--- src/rtl/acst_pkg.sv ---
// Shared types, constants and helpers of the ADC channel scan block.
`timescale 1ns / 1ps
package acst_pkg;

   localparam int MAX_CHANNELS = 16;
   localparam int MASK_W       = 16;
   localparam int CODE_W       = 12;
   localparam int GAIN_W       = 18;
   localparam int FRAC_BITS    = 14;
   localparam int FRAC_SCALE   = 1000;
   localparam int SAMPLE_MAX   = 4095;
   localparam int GAIN_VAL_W   = 15;   // 15 * 1000 + 16383 fits
   localparam int PROD_W       = 27;   // 4095 * 31383 fits
   localparam int QPROD_W      = 22;   // products below the clip point
   localparam int RECIP_SHIFT  = 32;
   localparam int QUEUE_DEPTH  = 4;
   localparam int QUEUE_PTR_W  = $clog2(QUEUE_DEPTH);
   localparam logic [22:0] RECIP = 23'd4294968;   // ceil(2^32 / 1000)
   localparam logic [PROD_W-1:0] CLIP_PRODUCT = PROD_W'((SAMPLE_MAX + 1) * FRAC_SCALE);
   localparam logic [CODE_W-1:0] CODE_MSB = 12'h800;

   typedef enum logic [1:0] {
      KIND_CONVERT = 2'd0,
      KIND_SAMPLE  = 2'd1,
      KIND_DONE    = 2'd2,
      KIND_ERROR   = 2'd3
   } kind_type;

   typedef enum logic [2:0] {
      REG_NUM_CHANNELS  = 3'd0,
      REG_READY_MASK    = 3'd1,
      REG_DIFF_MASK     = 3'd2,
      REG_SINGLE_GAIN   = 3'd3,
      REG_DIFF_GAIN     = 3'd4,
      REG_SINGLE_OFFSET = 3'd5,
      REG_DIFF_OFFSET   = 3'd6
   } reg_index_type;

   typedef struct packed {
      logic [4:0]        num_channels;
      logic [MASK_W-1:0] ready_mask;
      logic [MASK_W-1:0] diff_mask;
      logic [GAIN_W-1:0] single_gain_word;
      logic [GAIN_W-1:0] diff_gain_word;
      logic [15:0]       single_offset;
      logic [15:0]       diff_offset;
   } cfg_type;

   // Work handed from the front to the back end.
   typedef struct packed {
      logic              is_sample;
      kind_type          kind;
      logic [3:0]        channel;
      logic [CODE_W-1:0] raw_code;
      logic              diff;
      kind_type          next_kind;
      logic [3:0]        next_channel;
   } cmd_type;

   typedef struct packed {
      kind_type          kind;
      logic [3:0]        channel;
      logic [CODE_W-1:0] sample;
      logic              last;
   } rsp_type;

   function automatic logic [3:0] lowest_bit(input logic [MASK_W-1:0] m);
      logic [3:0] r;
      r = '0;
      for (int i = MASK_W - 1; i >= 0; i--) begin
         if (m[i]) begin
            r = 4'(i);
         end
      end
      return r;
   endfunction

endpackage

--- src/rtl/acst_csr.sv ---
// Configuration register file with the APB-style access port.
`timescale 1ns / 1ps
module acst_csr (
   input  logic             clock,
   input  logic             reset,
   input  logic             csr_psel,
   input  logic             csr_penable,
   input  logic             csr_pwrite,
   input  logic [4:0]       csr_paddr,
   input  logic [31:0]      csr_pwdata,
   output logic [31:0]      csr_prdata,
   output logic             csr_pready,
   output acst_pkg::cfg_type cfg
);
   import acst_pkg::*;

   cfg_type       cfg_ff;
   cfg_type       cfg_in;
   reg_index_type idx;
   logic          wr_en;

   assign idx        = reg_index_type'(csr_paddr[4:2]);
   assign wr_en      = csr_psel && csr_penable && csr_pwrite;
   assign csr_pready = 1'b1;
   assign cfg        = cfg_ff;

   always_comb begin
      cfg_in = cfg_ff;
      if (wr_en) begin
         case (idx)
            REG_NUM_CHANNELS:  cfg_in.num_channels     = csr_pwdata[4:0];
            REG_READY_MASK:    cfg_in.ready_mask       = csr_pwdata[15:0];
            REG_DIFF_MASK:     cfg_in.diff_mask        = csr_pwdata[15:0];
            REG_SINGLE_GAIN:   cfg_in.single_gain_word = csr_pwdata[17:0];
            REG_DIFF_GAIN:     cfg_in.diff_gain_word   = csr_pwdata[17:0];
            REG_SINGLE_OFFSET: cfg_in.single_offset    = csr_pwdata[15:0];
            REG_DIFF_OFFSET:   cfg_in.diff_offset      = csr_pwdata[15:0];
            default: ;
         endcase
      end
   end

   always_comb begin
      case (idx)
         REG_NUM_CHANNELS:  csr_prdata = {27'd0, cfg_ff.num_channels};
         REG_READY_MASK:    csr_prdata = {16'd0, cfg_ff.ready_mask};
         REG_DIFF_MASK:     csr_prdata = {16'd0, cfg_ff.diff_mask};
         REG_SINGLE_GAIN:   csr_prdata = {14'd0, cfg_ff.single_gain_word};
         REG_DIFF_GAIN:     csr_prdata = {14'd0, cfg_ff.diff_gain_word};
         REG_SINGLE_OFFSET: csr_prdata = {16'd0, cfg_ff.single_offset};
         REG_DIFF_OFFSET:   csr_prdata = {16'd0, cfg_ff.diff_offset};
         default:           csr_prdata = '0;
      endcase
   end

   always_ff @(posedge clock) begin
      if (reset) begin
         cfg_ff.num_channels     <= 5'd16;
         cfg_ff.ready_mask       <= '0;
         cfg_ff.diff_mask        <= '0;
         cfg_ff.single_gain_word <= 18'd16384;
         cfg_ff.diff_gain_word   <= 18'd16384;
         cfg_ff.single_offset    <= '0;
         cfg_ff.diff_offset      <= '0;
      end else begin
         cfg_ff <= cfg_in;
      end
   end

endmodule

--- src/rtl/acst_front.sv ---
// Front end: accepts items, tracks the scan and queues work for the back end.
`timescale 1ns / 1ps
module acst_front (
   input  logic              clock,
   input  logic              reset,
   input  logic              req_push,
   output logic              req_full,
   input  logic              req_func,
   input  logic [15:0]       req_channel_mask,
   input  logic [11:0]       req_raw_code,
   input  logic              req_intr_ok,
   input  acst_pkg::cfg_type cfg,
   output acst_pkg::cmd_type cmd,
   output logic              cmd_valid,
   input  logic              cmd_take
);
   import acst_pkg::*;

   logic [MASK_W-1:0] pending_ff, pending_in;
   logic [3:0]        active_ff, active_in;
   logic              busy_ff, busy_in;

   cmd_type              mem_ff [QUEUE_DEPTH];
   logic [QUEUE_PTR_W-1:0] wr_ptr_ff, rd_ptr_ff;
   logic [QUEUE_PTR_W:0]   count_ff, count_in;

   logic              accept;
   cmd_type           cmd_new;
   logic [5:0]        lim;
   logic [MASK_W-1:0] allowed;
   logic [MASK_W-1:0] rest;
   logic              bad_mask;

   assign req_full  = (count_ff == (QUEUE_PTR_W + 1)'(QUEUE_DEPTH));
   assign accept    = req_push && !req_full;
   assign cmd_valid = (count_ff != '0);
   assign cmd       = mem_ff[rd_ptr_ff];

   always_comb begin
      lim = {1'b0, cfg.num_channels};
      if (lim > 6'(MAX_CHANNELS)) begin
         lim = 6'(MAX_CHANNELS);
      end
      if (lim >= 6'(MASK_W)) begin
         allowed = '1;
      end else begin
         allowed = MASK_W'((17'd1 << lim[3:0]) - 17'd1);
      end
      bad_mask = (req_channel_mask == '0) || ((req_channel_mask & ~allowed) != '0)
                 || ((req_channel_mask & ~cfg.ready_mask) != '0);
      rest = pending_ff & ~(MASK_W'(1) << active_ff);
   end

   // Classify the item and advance the scan state at once.
   always_comb begin
      pending_in = pending_ff;
      active_in  = active_ff;
      busy_in    = busy_ff;
      cmd_new    = '0;
      cmd_new.kind = KIND_ERROR;
      if (accept) begin
         if (!req_func) begin
            if (!busy_ff && !bad_mask) begin
               pending_in      = req_channel_mask;
               active_in       = lowest_bit(req_channel_mask);
               busy_in         = 1'b1;
               cmd_new.kind    = KIND_CONVERT;
               cmd_new.channel = lowest_bit(req_channel_mask);
            end
         end else if (busy_ff) begin
            if (!req_intr_ok) begin
               pending_in = '0;
               active_in  = '0;
               busy_in    = 1'b0;
            end else begin
               cmd_new.is_sample = 1'b1;
               cmd_new.kind      = KIND_SAMPLE;
               cmd_new.channel   = active_ff;
               cmd_new.raw_code  = req_raw_code;
               cmd_new.diff      = cfg.diff_mask[active_ff];
               pending_in        = rest;
               if (rest != '0) begin
                  active_in            = lowest_bit(rest);
                  cmd_new.next_kind    = KIND_CONVERT;
                  cmd_new.next_channel = lowest_bit(rest);
               end else begin
                  active_in         = '0;
                  busy_in           = 1'b0;
                  cmd_new.next_kind = KIND_DONE;
               end
            end
         end
      end
   end

   always_comb begin
      count_in = count_ff;
      if (accept && !(cmd_take && cmd_valid)) begin
         count_in = count_ff + 1'b1;
      end else if (!accept && cmd_take && cmd_valid) begin
         count_in = count_ff - 1'b1;
      end
   end

   always_ff @(posedge clock) begin
      if (reset) begin
         pending_ff <= '0;
         active_ff  <= '0;
         busy_ff    <= 1'b0;
         wr_ptr_ff  <= '0;
         rd_ptr_ff  <= '0;
         count_ff   <= '0;
      end else begin
         pending_ff <= pending_in;
         active_ff  <= active_in;
         busy_ff    <= busy_in;
         count_ff   <= count_in;
         if (accept) begin
            wr_ptr_ff <= wr_ptr_ff + 1'b1;
         end
         if (cmd_take && cmd_valid) begin
            rd_ptr_ff <= rd_ptr_ff + 1'b1;
         end
      end
   end

   always_ff @(posedge clock) begin
      if (accept) begin
         mem_ff[wr_ptr_ff] <= cmd_new;
      end
   end

endmodule

--- src/rtl/acst_back.sv ---
// Back end: trim pipeline for samples and the result queue.
`timescale 1ns / 1ps
module acst_back (
   input  logic              clock,
   input  logic              reset,
   input  acst_pkg::cfg_type cfg,
   input  acst_pkg::cmd_type cmd,
   input  logic              cmd_valid,
   output logic              cmd_take,
   output acst_pkg::rsp_type rsp,
   output logic              rsp_empty,
   input  logic              rsp_pop
);
   import acst_pkg::*;

   cmd_type                 s1_ff, s2_ff, s3_ff;
   logic                    s1_valid_ff, s2_valid_ff, s3_valid_ff;
   logic [CODE_W-1:0]       d1_ff, d1_in;
   logic [GAIN_VAL_W-1:0]   g1_ff, g1_in;
   logic [PROD_W-1:0]       p2_ff, p2_in;
   logic [CODE_W-1:0]       q3_ff, q3_in;
   logic                    phase_ff, phase_in;

   rsp_type                 mem_ff [QUEUE_DEPTH];
   logic [QUEUE_PTR_W-1:0]  wr_ptr_ff, rd_ptr_ff;
   logic [QUEUE_PTR_W:0]    count_ff, count_in;

   logic                    out_full, out_wr, out_rd;
   logic                    s3_done, adv3, adv2, adv1;
   rsp_type                 rsp_new;
   logic [CODE_W-1:0]       t;
   logic [15:0]             off;
   logic [GAIN_W-1:0]       gw;
   logic [16:0]             diff_val;
   logic [44:0]             qprod;

   assign out_full  = (count_ff == (QUEUE_PTR_W + 1)'(QUEUE_DEPTH));
   assign rsp_empty = (count_ff == '0);
   assign rsp       = mem_ff[rd_ptr_ff];
   assign out_rd    = rsp_pop && !rsp_empty;

   // A sample item leaves two results, one per cycle while the result queue is not full.
   assign out_wr   = s3_valid_ff && !out_full;
   assign s3_done  = out_wr && (!s3_ff.is_sample || phase_ff);
   assign adv3     = !s3_valid_ff || s3_done;
   assign adv2     = !s2_valid_ff || adv3;
   assign adv1     = !s1_valid_ff || adv2;
   assign cmd_take = adv1 && cmd_valid;

   // Stage 1: offset and gain value.
   always_comb begin
      t        = cmd.raw_code ^ CODE_MSB;
      off      = cmd.diff ? cfg.diff_offset : cfg.single_offset;
      gw       = cmd.diff ? cfg.diff_gain_word : cfg.single_gain_word;
      diff_val = {5'd0, t} - {1'b0, off};
      d1_in    = ({4'd0, t} > off) ? diff_val[CODE_W-1:0] : '0;
      g1_in    = GAIN_VAL_W'(gw[GAIN_W-1:FRAC_BITS]) * GAIN_VAL_W'(FRAC_SCALE)
                 + GAIN_VAL_W'(gw[FRAC_BITS-1:0]);
   end

   // Stage 2: scale; stage 3: divide by 1000 through the reciprocal, clip.
   assign p2_in = PROD_W'(d1_ff) * PROD_W'(g1_ff);
   assign qprod = 45'(p2_ff[QPROD_W-1:0]) * 45'(RECIP);
   assign q3_in = (p2_ff >= CLIP_PRODUCT) ? CODE_W'(SAMPLE_MAX)
                                          : qprod[RECIP_SHIFT+CODE_W-1:RECIP_SHIFT];

   always_comb begin
      rsp_new = '0;
      if (!s3_ff.is_sample) begin
         rsp_new.kind    = s3_ff.kind;
         rsp_new.channel = (s3_ff.kind == KIND_CONVERT) ? s3_ff.channel : '0;
         rsp_new.last    = 1'b1;
      end else if (!phase_ff) begin
         rsp_new.kind    = KIND_SAMPLE;
         rsp_new.channel = s3_ff.channel;
         rsp_new.sample  = q3_ff ^ CODE_MSB;
      end else begin
         rsp_new.kind    = s3_ff.next_kind;
         rsp_new.channel = s3_ff.next_channel;
         rsp_new.last    = 1'b1;
      end
   end

   always_comb begin
      phase_in = phase_ff;
      if (adv3) begin
         phase_in = 1'b0;
      end else if (out_wr) begin
         phase_in = 1'b1;
      end
   end

   always_comb begin
      count_in = count_ff;
      if (out_wr && !out_rd) begin
         count_in = count_ff + 1'b1;
      end else if (!out_wr && out_rd) begin
         count_in = count_ff - 1'b1;
      end
   end

   always_ff @(posedge clock) begin
      if (reset) begin
         s1_valid_ff <= 1'b0;
         s2_valid_ff <= 1'b0;
         s3_valid_ff <= 1'b0;
         phase_ff    <= 1'b0;
         wr_ptr_ff   <= '0;
         rd_ptr_ff   <= '0;
         count_ff    <= '0;
      end else begin
         if (adv1) begin
            s1_valid_ff <= cmd_valid;
         end
         if (adv2) begin
            s2_valid_ff <= s1_valid_ff;
         end
         if (adv3) begin
            s3_valid_ff <= s2_valid_ff;
         end
         phase_ff <= phase_in;
         count_ff <= count_in;
         if (out_wr) begin
            wr_ptr_ff <= wr_ptr_ff + 1'b1;
         end
         if (out_rd) begin
            rd_ptr_ff <= rd_ptr_ff + 1'b1;
         end
      end
   end

   always_ff @(posedge clock) begin
      if (adv1) begin
         s1_ff <= cmd;
         d1_ff <= d1_in;
         g1_ff <= g1_in;
      end
      if (adv2) begin
         s2_ff <= s1_ff;
         p2_ff <= p2_in;
      end
      if (adv3) begin
         s3_ff <= s2_ff;
         q3_ff <= q3_in;
      end
      if (out_wr) begin
         mem_ff[wr_ptr_ff] <= rsp_new;
      end
   end

endmodule

--- src/rtl/adc_channel_scan_with_trim.sv ---
// Top level of the ADC channel scan controller with per-type trim.
//
// Input channel (req_*): queue-style push/full. A start item (func 0)
// carries a channel mask; a conversion-finished item (func 1) carries the
// raw code and the interrupt status. Result channel (rsp_*): queue-style
// empty/pop; each result carries kind, channel, sample and last.
// A start item or a rejected item gives one result; an accepted
// conversion-finished item gives two (the trimmed sample, then the next
// convert request or scan done).
// An item passes the work queue, the three trim stages and the result
// queue before its first result is on the result ports. Throughput: one
// item per cycle for single-result items while the result queue has
// room; a conversion-finished item holds the pipeline while the single
// write port takes its two results. The trim path is a 3-stage pipeline
// (offset, gain multiply, reciprocal multiply for the divide by 1000 and
// clip). A 4-entry work queue sits between the front end and the back
// end, and a 4-entry result queue at the output; when the receiver
// stalls, both fill and req_full rises. Reset empties both queues, ends
// any scan and loads the register reset values. Registers must be written
// through csr_* only while the block is idle; the user keeps to this.
`timescale 1ns / 1ps
module adc_channel_scan_with_trim (
   input  logic        clock,
   input  logic        reset,
   input  logic        req_push,
   output logic        req_full,
   input  logic        req_func,
   input  logic [15:0] req_channel_mask,
   input  logic [11:0] req_raw_code,
   input  logic        req_intr_ok,
   output logic        rsp_empty,
   input  logic        rsp_pop,
   output logic [1:0]  rsp_kind,
   output logic [3:0]  rsp_channel,
   output logic [11:0] rsp_sample,
   output logic        rsp_last,
   input  logic        csr_psel,
   input  logic        csr_penable,
   input  logic        csr_pwrite,
   input  logic [4:0]  csr_paddr,
   input  logic [31:0] csr_pwdata,
   output logic [31:0] csr_prdata,
   output logic        csr_pready
);
   import acst_pkg::*;

   cfg_type cfg;
   cmd_type cmd;
   logic    cmd_valid;
   logic    cmd_take;
   rsp_type rsp;

   acst_csr u_csr (
      .clock       (clock),
      .reset       (reset),
      .csr_psel    (csr_psel),
      .csr_penable (csr_penable),
      .csr_pwrite  (csr_pwrite),
      .csr_paddr   (csr_paddr),
      .csr_pwdata  (csr_pwdata),
      .csr_prdata  (csr_prdata),
      .csr_pready  (csr_pready),
      .cfg         (cfg)
   );

   acst_front u_front (
      .clock            (clock),
      .reset            (reset),
      .req_push         (req_push),
      .req_full         (req_full),
      .req_func         (req_func),
      .req_channel_mask (req_channel_mask),
      .req_raw_code     (req_raw_code),
      .req_intr_ok      (req_intr_ok),
      .cfg              (cfg),
      .cmd              (cmd),
      .cmd_valid        (cmd_valid),
      .cmd_take         (cmd_take)
   );

   acst_back u_back (
      .clock     (clock),
      .reset     (reset),
      .cfg       (cfg),
      .cmd       (cmd),
      .cmd_valid (cmd_valid),
      .cmd_take  (cmd_take),
      .rsp       (rsp),
      .rsp_empty (rsp_empty),
      .rsp_pop   (rsp_pop)
   );

   assign rsp_kind    = rsp.kind;
   assign rsp_channel = rsp.channel;
   assign rsp_sample  = rsp.sample;
   assign rsp_last    = rsp.last;

   a_reset_clears: assert property (@(posedge clock) reset |=> rsp_empty && !req_full)
      else $error("queues not empty after reset");

   a_sample_not_last: assert property (@(posedge clock) disable iff (reset)
      !rsp_empty && rsp_kind == KIND_SAMPLE |-> !rsp_last)
      else $error("sample item marked last");

   a_sample_zero: assert property (@(posedge clock) disable iff (reset)
      !rsp_empty && rsp_kind != KIND_SAMPLE |-> rsp_sample == '0)
      else $error("nonzero sample on non-sample item");

   a_channel_zero: assert property (@(posedge clock) disable iff (reset)
      !rsp_empty && (rsp_kind == KIND_DONE || rsp_kind == KIND_ERROR) |-> rsp_channel == '0)
      else $error("nonzero channel on done or error item");

endmodule
--- config.mk ---
export PLATFORM = sky130hd
export DESIGN_NAME = adc_channel_scan_with_trim
export DESIGN_NICKNAME = d
export VERILOG_FILES = /design/src/rtl/acst_pkg.sv /design/src/rtl/acst_csr.sv /design/src/rtl/acst_front.sv /design/src/rtl/acst_back.sv /design/src/rtl/adc_channel_scan_with_trim.sv
export SDC_FILE = /design/constraint.sdc
export NUM_CORES = 2
export LEC_CHECK = 0
export BUFFER_PORTS_ARGS = -buffer_cell sky130_fd_sc_hd__buf_2
export CORE_UTILIZATION = 68
export CTS_CLUSTER_SIZE = 14
export DETAILED_ROUTE_END_ITERATION = 12
export GPL_ROUTABILITY_DRIVEN = 0
export PLACE_DENSITY = 0.94
export SLEW_MARGIN = 25
export SYNTH_ARGS = -nofsm -noshare
export SYNTH_HDL_FRONTEND = slang
export SYNTH_SLANG_ARGS = --single-unit
export TNS_END_PERCENT = 1
--- constraint.sdc ---
create_clock -name clock -period 17.78 [get_ports clock]
set_input_delay 1.778 -clock clock [delete_from_list [all_inputs] [get_ports clock]]
set_output_delay 1.778 -clock clock [all_outputs]
set_load 0.03 [all_outputs]
==> impl_metrics.env <==
export IMPL_cts_root_buf="clkbuf_16"
export IMPL_syn_to_final_growth_pct=7.00
export IMPL_cts_setup_buffers=0
export IMPL_cts_max_path_buffers=3
export IMPL_wirelength_um=86400
export IMPL_first_pass_iters=12
export IMPL_htreeDepth=2
export IMPL_clk_latency_ns=0.60
export IMPL_rsz0062_at_grt="false"
export IMPL_ys_async_sr_fraction_pct=0
export IMPL_final_cell_mix="422 x inv_1, 406 x nand2_1, 301 x ha_1, 278 x edfxtp_1, 238 x fa_1"
export IMPL_hold_worst_slack_ns=0.419
export IMPL_synth_simple_area_share_pct=12.2
export IMPL_fin_tns_setup_ns=0
export IMPL_yosys_area_top_type="edfxtp_1"
export IMPL_slew_violations=0
export IMPL_die_x_um=216
export IMPL_yosysWarnings=0
export IMPL_grt_pass1_vias=25700
export IMPL_clock_sinks=426
export IMPL_synth_xor_area_share_pct=1.53
export IMPL_synth_edff_count=278
export IMPL_fin_nets=3597
export IMPL_final_common_cell="inv_1"
export IMPL_dp_hpwl_um=59000
export IMPL_fin_crit_sh_pct=39.1
export IMPL_path_max_fanout=7
export IMPL_multi_input_area_um2=17600
export IMPL_synth_top_cell_area_share_pct=26.9
export IMPL_vias=24500
export IMPL_clk_pin_slew_worst_paths_ns=0.06
export IMPL_cts_buffers_inserted=41
export IMPL_clock_fmax_mhz=144
export IMPL_cts_tree="built"
export IMPL_viasPerCell=6.79
export IMPL_r2r_start="u_back.p2_ff[2]"
export IMPL_period_needed_ns=6.96
export IMPL_drc=1
export IMPL_hold_class="reg2reg"
export IMPL_row_count=77
export IMPL_reg2reg_to="u_back.q3_ff[7]"
export IMPL_yosys_mux_area_fraction_pct=6.47
export IMPL_max_cap_viol_count=0
export IMPL_ctsHoldBuffers=0
export IMPL_holdPathStages=0
export IMPL_yosysSeqAreaShare_pct=36.5
export IMPL_cp_end_kind="flop"
export IMPL_synthTopCellsByArea="edfxtp_1 27%, fa_1 15%, ha_1 12%"
export IMPL_arrival_ns=7.27
export IMPL_synth_top_family_by_area="adder cells"
export IMPL_core_um2=44600
export IMPL_ant_nets=0
export IMPL_die_y_um=216
export IMPL_grt_pass1_wl_um=136000
export IMPL_netlist_area_um2=31000
export IMPL_reg2regPathDepth=20
export IMPL_ys_types=82
export IMPL_finalHoldViolCount=0
export IMPL_min_from="u_back.s2_ff[3]"
export IMPL_tightest_slew_ns=1.12
export IMPL_critPathKind="reg2reg"
export IMPL_start_util_pct=69.5
export IMPL_relSlewSlack_pct=25.2
export IMPL_ios=128
export IMPL_crit_required_ns=18.09
export IMPL_drt_iter0_markers=3368
export IMPL_min_delay_worst_endpoint="u_back.s3_ff[3]"
export IMPL_fillers=2479
export IMPL_dieArea_um2=46500
export IMPL_grt_ovfl_total=0
export IMPL_worst_clock_skew_ns=0.0426
export IMPL_ys_seq_elements=426
export IMPL_synth_compound_area_share_pct=8.74
export IMPL_synthCells=2946
export IMPL_grt_util_all_layers_pct=37.6
export IMPL_antenna_found_initial=4
export IMPL_status="complete, but fails checks"
export IMPL_crit_path_start_kind="flop"
export IMPL_drive_gt1_share_pct=9.42
export IMPL_wl_per_cell_um=23.9
export IMPL_layout_area_seq_um2=11300
export IMPL_synthAdderAreaFrac_pct=27.6
export IMPL_violations="DRC"
export IMPL_cts_resized=0
export IMPL_setup_viol_count_final=0
export IMPL_synth_ff_type="edfxtp_1"
export IMPL_reg2reg_slack_ns=10.82
export IMPL_numPortBuffers=96
export IMPL_synthesis_area_per_instance_um2=10.5
export IMPL_grt_max_degree=106
==> Yosys cell counts (22+ instances only) <==
| cell | number |
|---|---|
| inv_1 | 422 |
| nand2_1 | 406 |
| ha_1 | 301 |
| edfxtp_1 | 278 |
| fa_1 | 238 |
| a21oi_1 | 181 |
| dfxtp_1 | 148 |
| and2_1 | 102 |
| nor2_1 | 102 |
| clkbuf_1 | 97 |
| o21ai_0 | 64 |
| mux4_2 | 53 |
| mux2i_1 | 44 |
| nor3_1 | 40 |
| xnor2_1 | 39 |
| mux2_2 | 33 |
| nor2b_1 | 28 |
| nand3_1 | 24 |
| a21o_1 | 22 |
==> cells by family (layout without fill, tap and decap cells) <==
logic type      Yosys count  after routing
mux                     130            130
other cells               2             16
compound gates          432            432
simple gates            806            806
xor+xnor                 54             54
buf+inv                 555            611
flops                   426            426
fa+ha+maj               541            541
==> cell type report <==
type	count	share of cell area (%)
diodes	1	0.00754
repair buffers	114	1.94
inverters	423	4.79
multi-input cells	1978	53.1
clock inverters	13	0.226
clock buffers	61	3.60
flip-flops and latches	426	34.1
well taps	592	2.23
==> registers in the layout, indices dropped and copies added, names as in the netlist, named ones only <==
signal              cells
u_back.s1_ff           12
u_front.wr_ptr_ff       2
u_front.mem_ff        100
u_back.p2_ff           27
u_csr.cfg             105
u_back.rd_ptr_ff        2
u_front.pending_ff     16
u_front.count_ff        3
u_back.wr_ptr_ff        2
u_back.s3_valid_ff      1
u_back.s2_valid_ff      1
u_front.active_ff       4
u_back.g1_ff           15
u_back.mem_ff          76
u_back.count_ff         3
u_back.d1_ff           12
u_front.rd_ptr_ff       2
u_front.busy_ff         1
u_back.phase_ff         1
u_back.s3_ff           12
u_back.s2_ff           12
u_back.q3_ff           12
u_back.s1_valid_ff      1
==> worst max path at each step <==
| stage | slack [ns] | end | from |
|---|---|---|---|
| 2_1_floorplan | 11.94 | u_back.q3_ff[7] | u_back.p2_ff[2] |
| 3_3_place_gp | 11.51 | u_back.q3_ff[7] | u_back.p2_ff[6] |
| 3_5_place_dp | 11.12 | u_back.q3_ff[7] | u_back.p2_ff[2] |
| 4_1_cts | 11.00 | u_back.q3_ff[7] | u_back.p2_ff[2] |
| 5_1_grt | 10.76 | u_back.q3_ff[7] | u_back.p2_ff[7] |
| 6_report | 10.82 | u_back.q3_ff[7] | u_back.p2_ff[2] |
==> layer usage <==
layer | share of wire [%] | global-route usage [%] | up-vias
met5 | 0.027 | 0 | -
met4 | 8.8 | 26.1 | 4
met3 | 11 | 9.13 | 693
met2 | 48 | 63.2 | 2148
met1 | 32 | 42.3 | 11600
li1 | - | - | 10100
==> worst max-delay path: stages, from the launching register on <==
cell and delay, ns:
edfxtp_1 0.56, ha_1 0.37, ha_1 0.18, inv_1 0.07, fa_1 0.40, fa_1 0.56, inv_1 0.06, fa_1 0.53
inv_1 0.05, fa_1 0.50, fa_1 0.50, inv_1 0.06, ha_1 0.34, a211oi_1 0.31, nand2_1 0.12, a221o_1 0.41
or3_1 0.38, o211ai_1 0.50, nand2_1 0.20, a31oi_1 0.24, mux2_2 0.35
==> per-stage QoR <==
stage / util (%) / std cells / area [um2] / setup WS (ns)
final: 74.4 / 3608 / 33200 / 10.82
after global routing: 74.4 / 3608 / 33200 / 10.76
after CTS: 74.3 / 3606 / 33100 / 11.00
after detailed placement: 71.5 / 3532 / 31900 / 11.12
after global placement: 71.4 / 3531 / 31900 / 11.51
after floorplan: - / 2959 / 31100 / 11.94
Power is left out: the tool's default activity adds up to more than one toggle a clock period on the data nets, which glitch-free logic cannot reach.
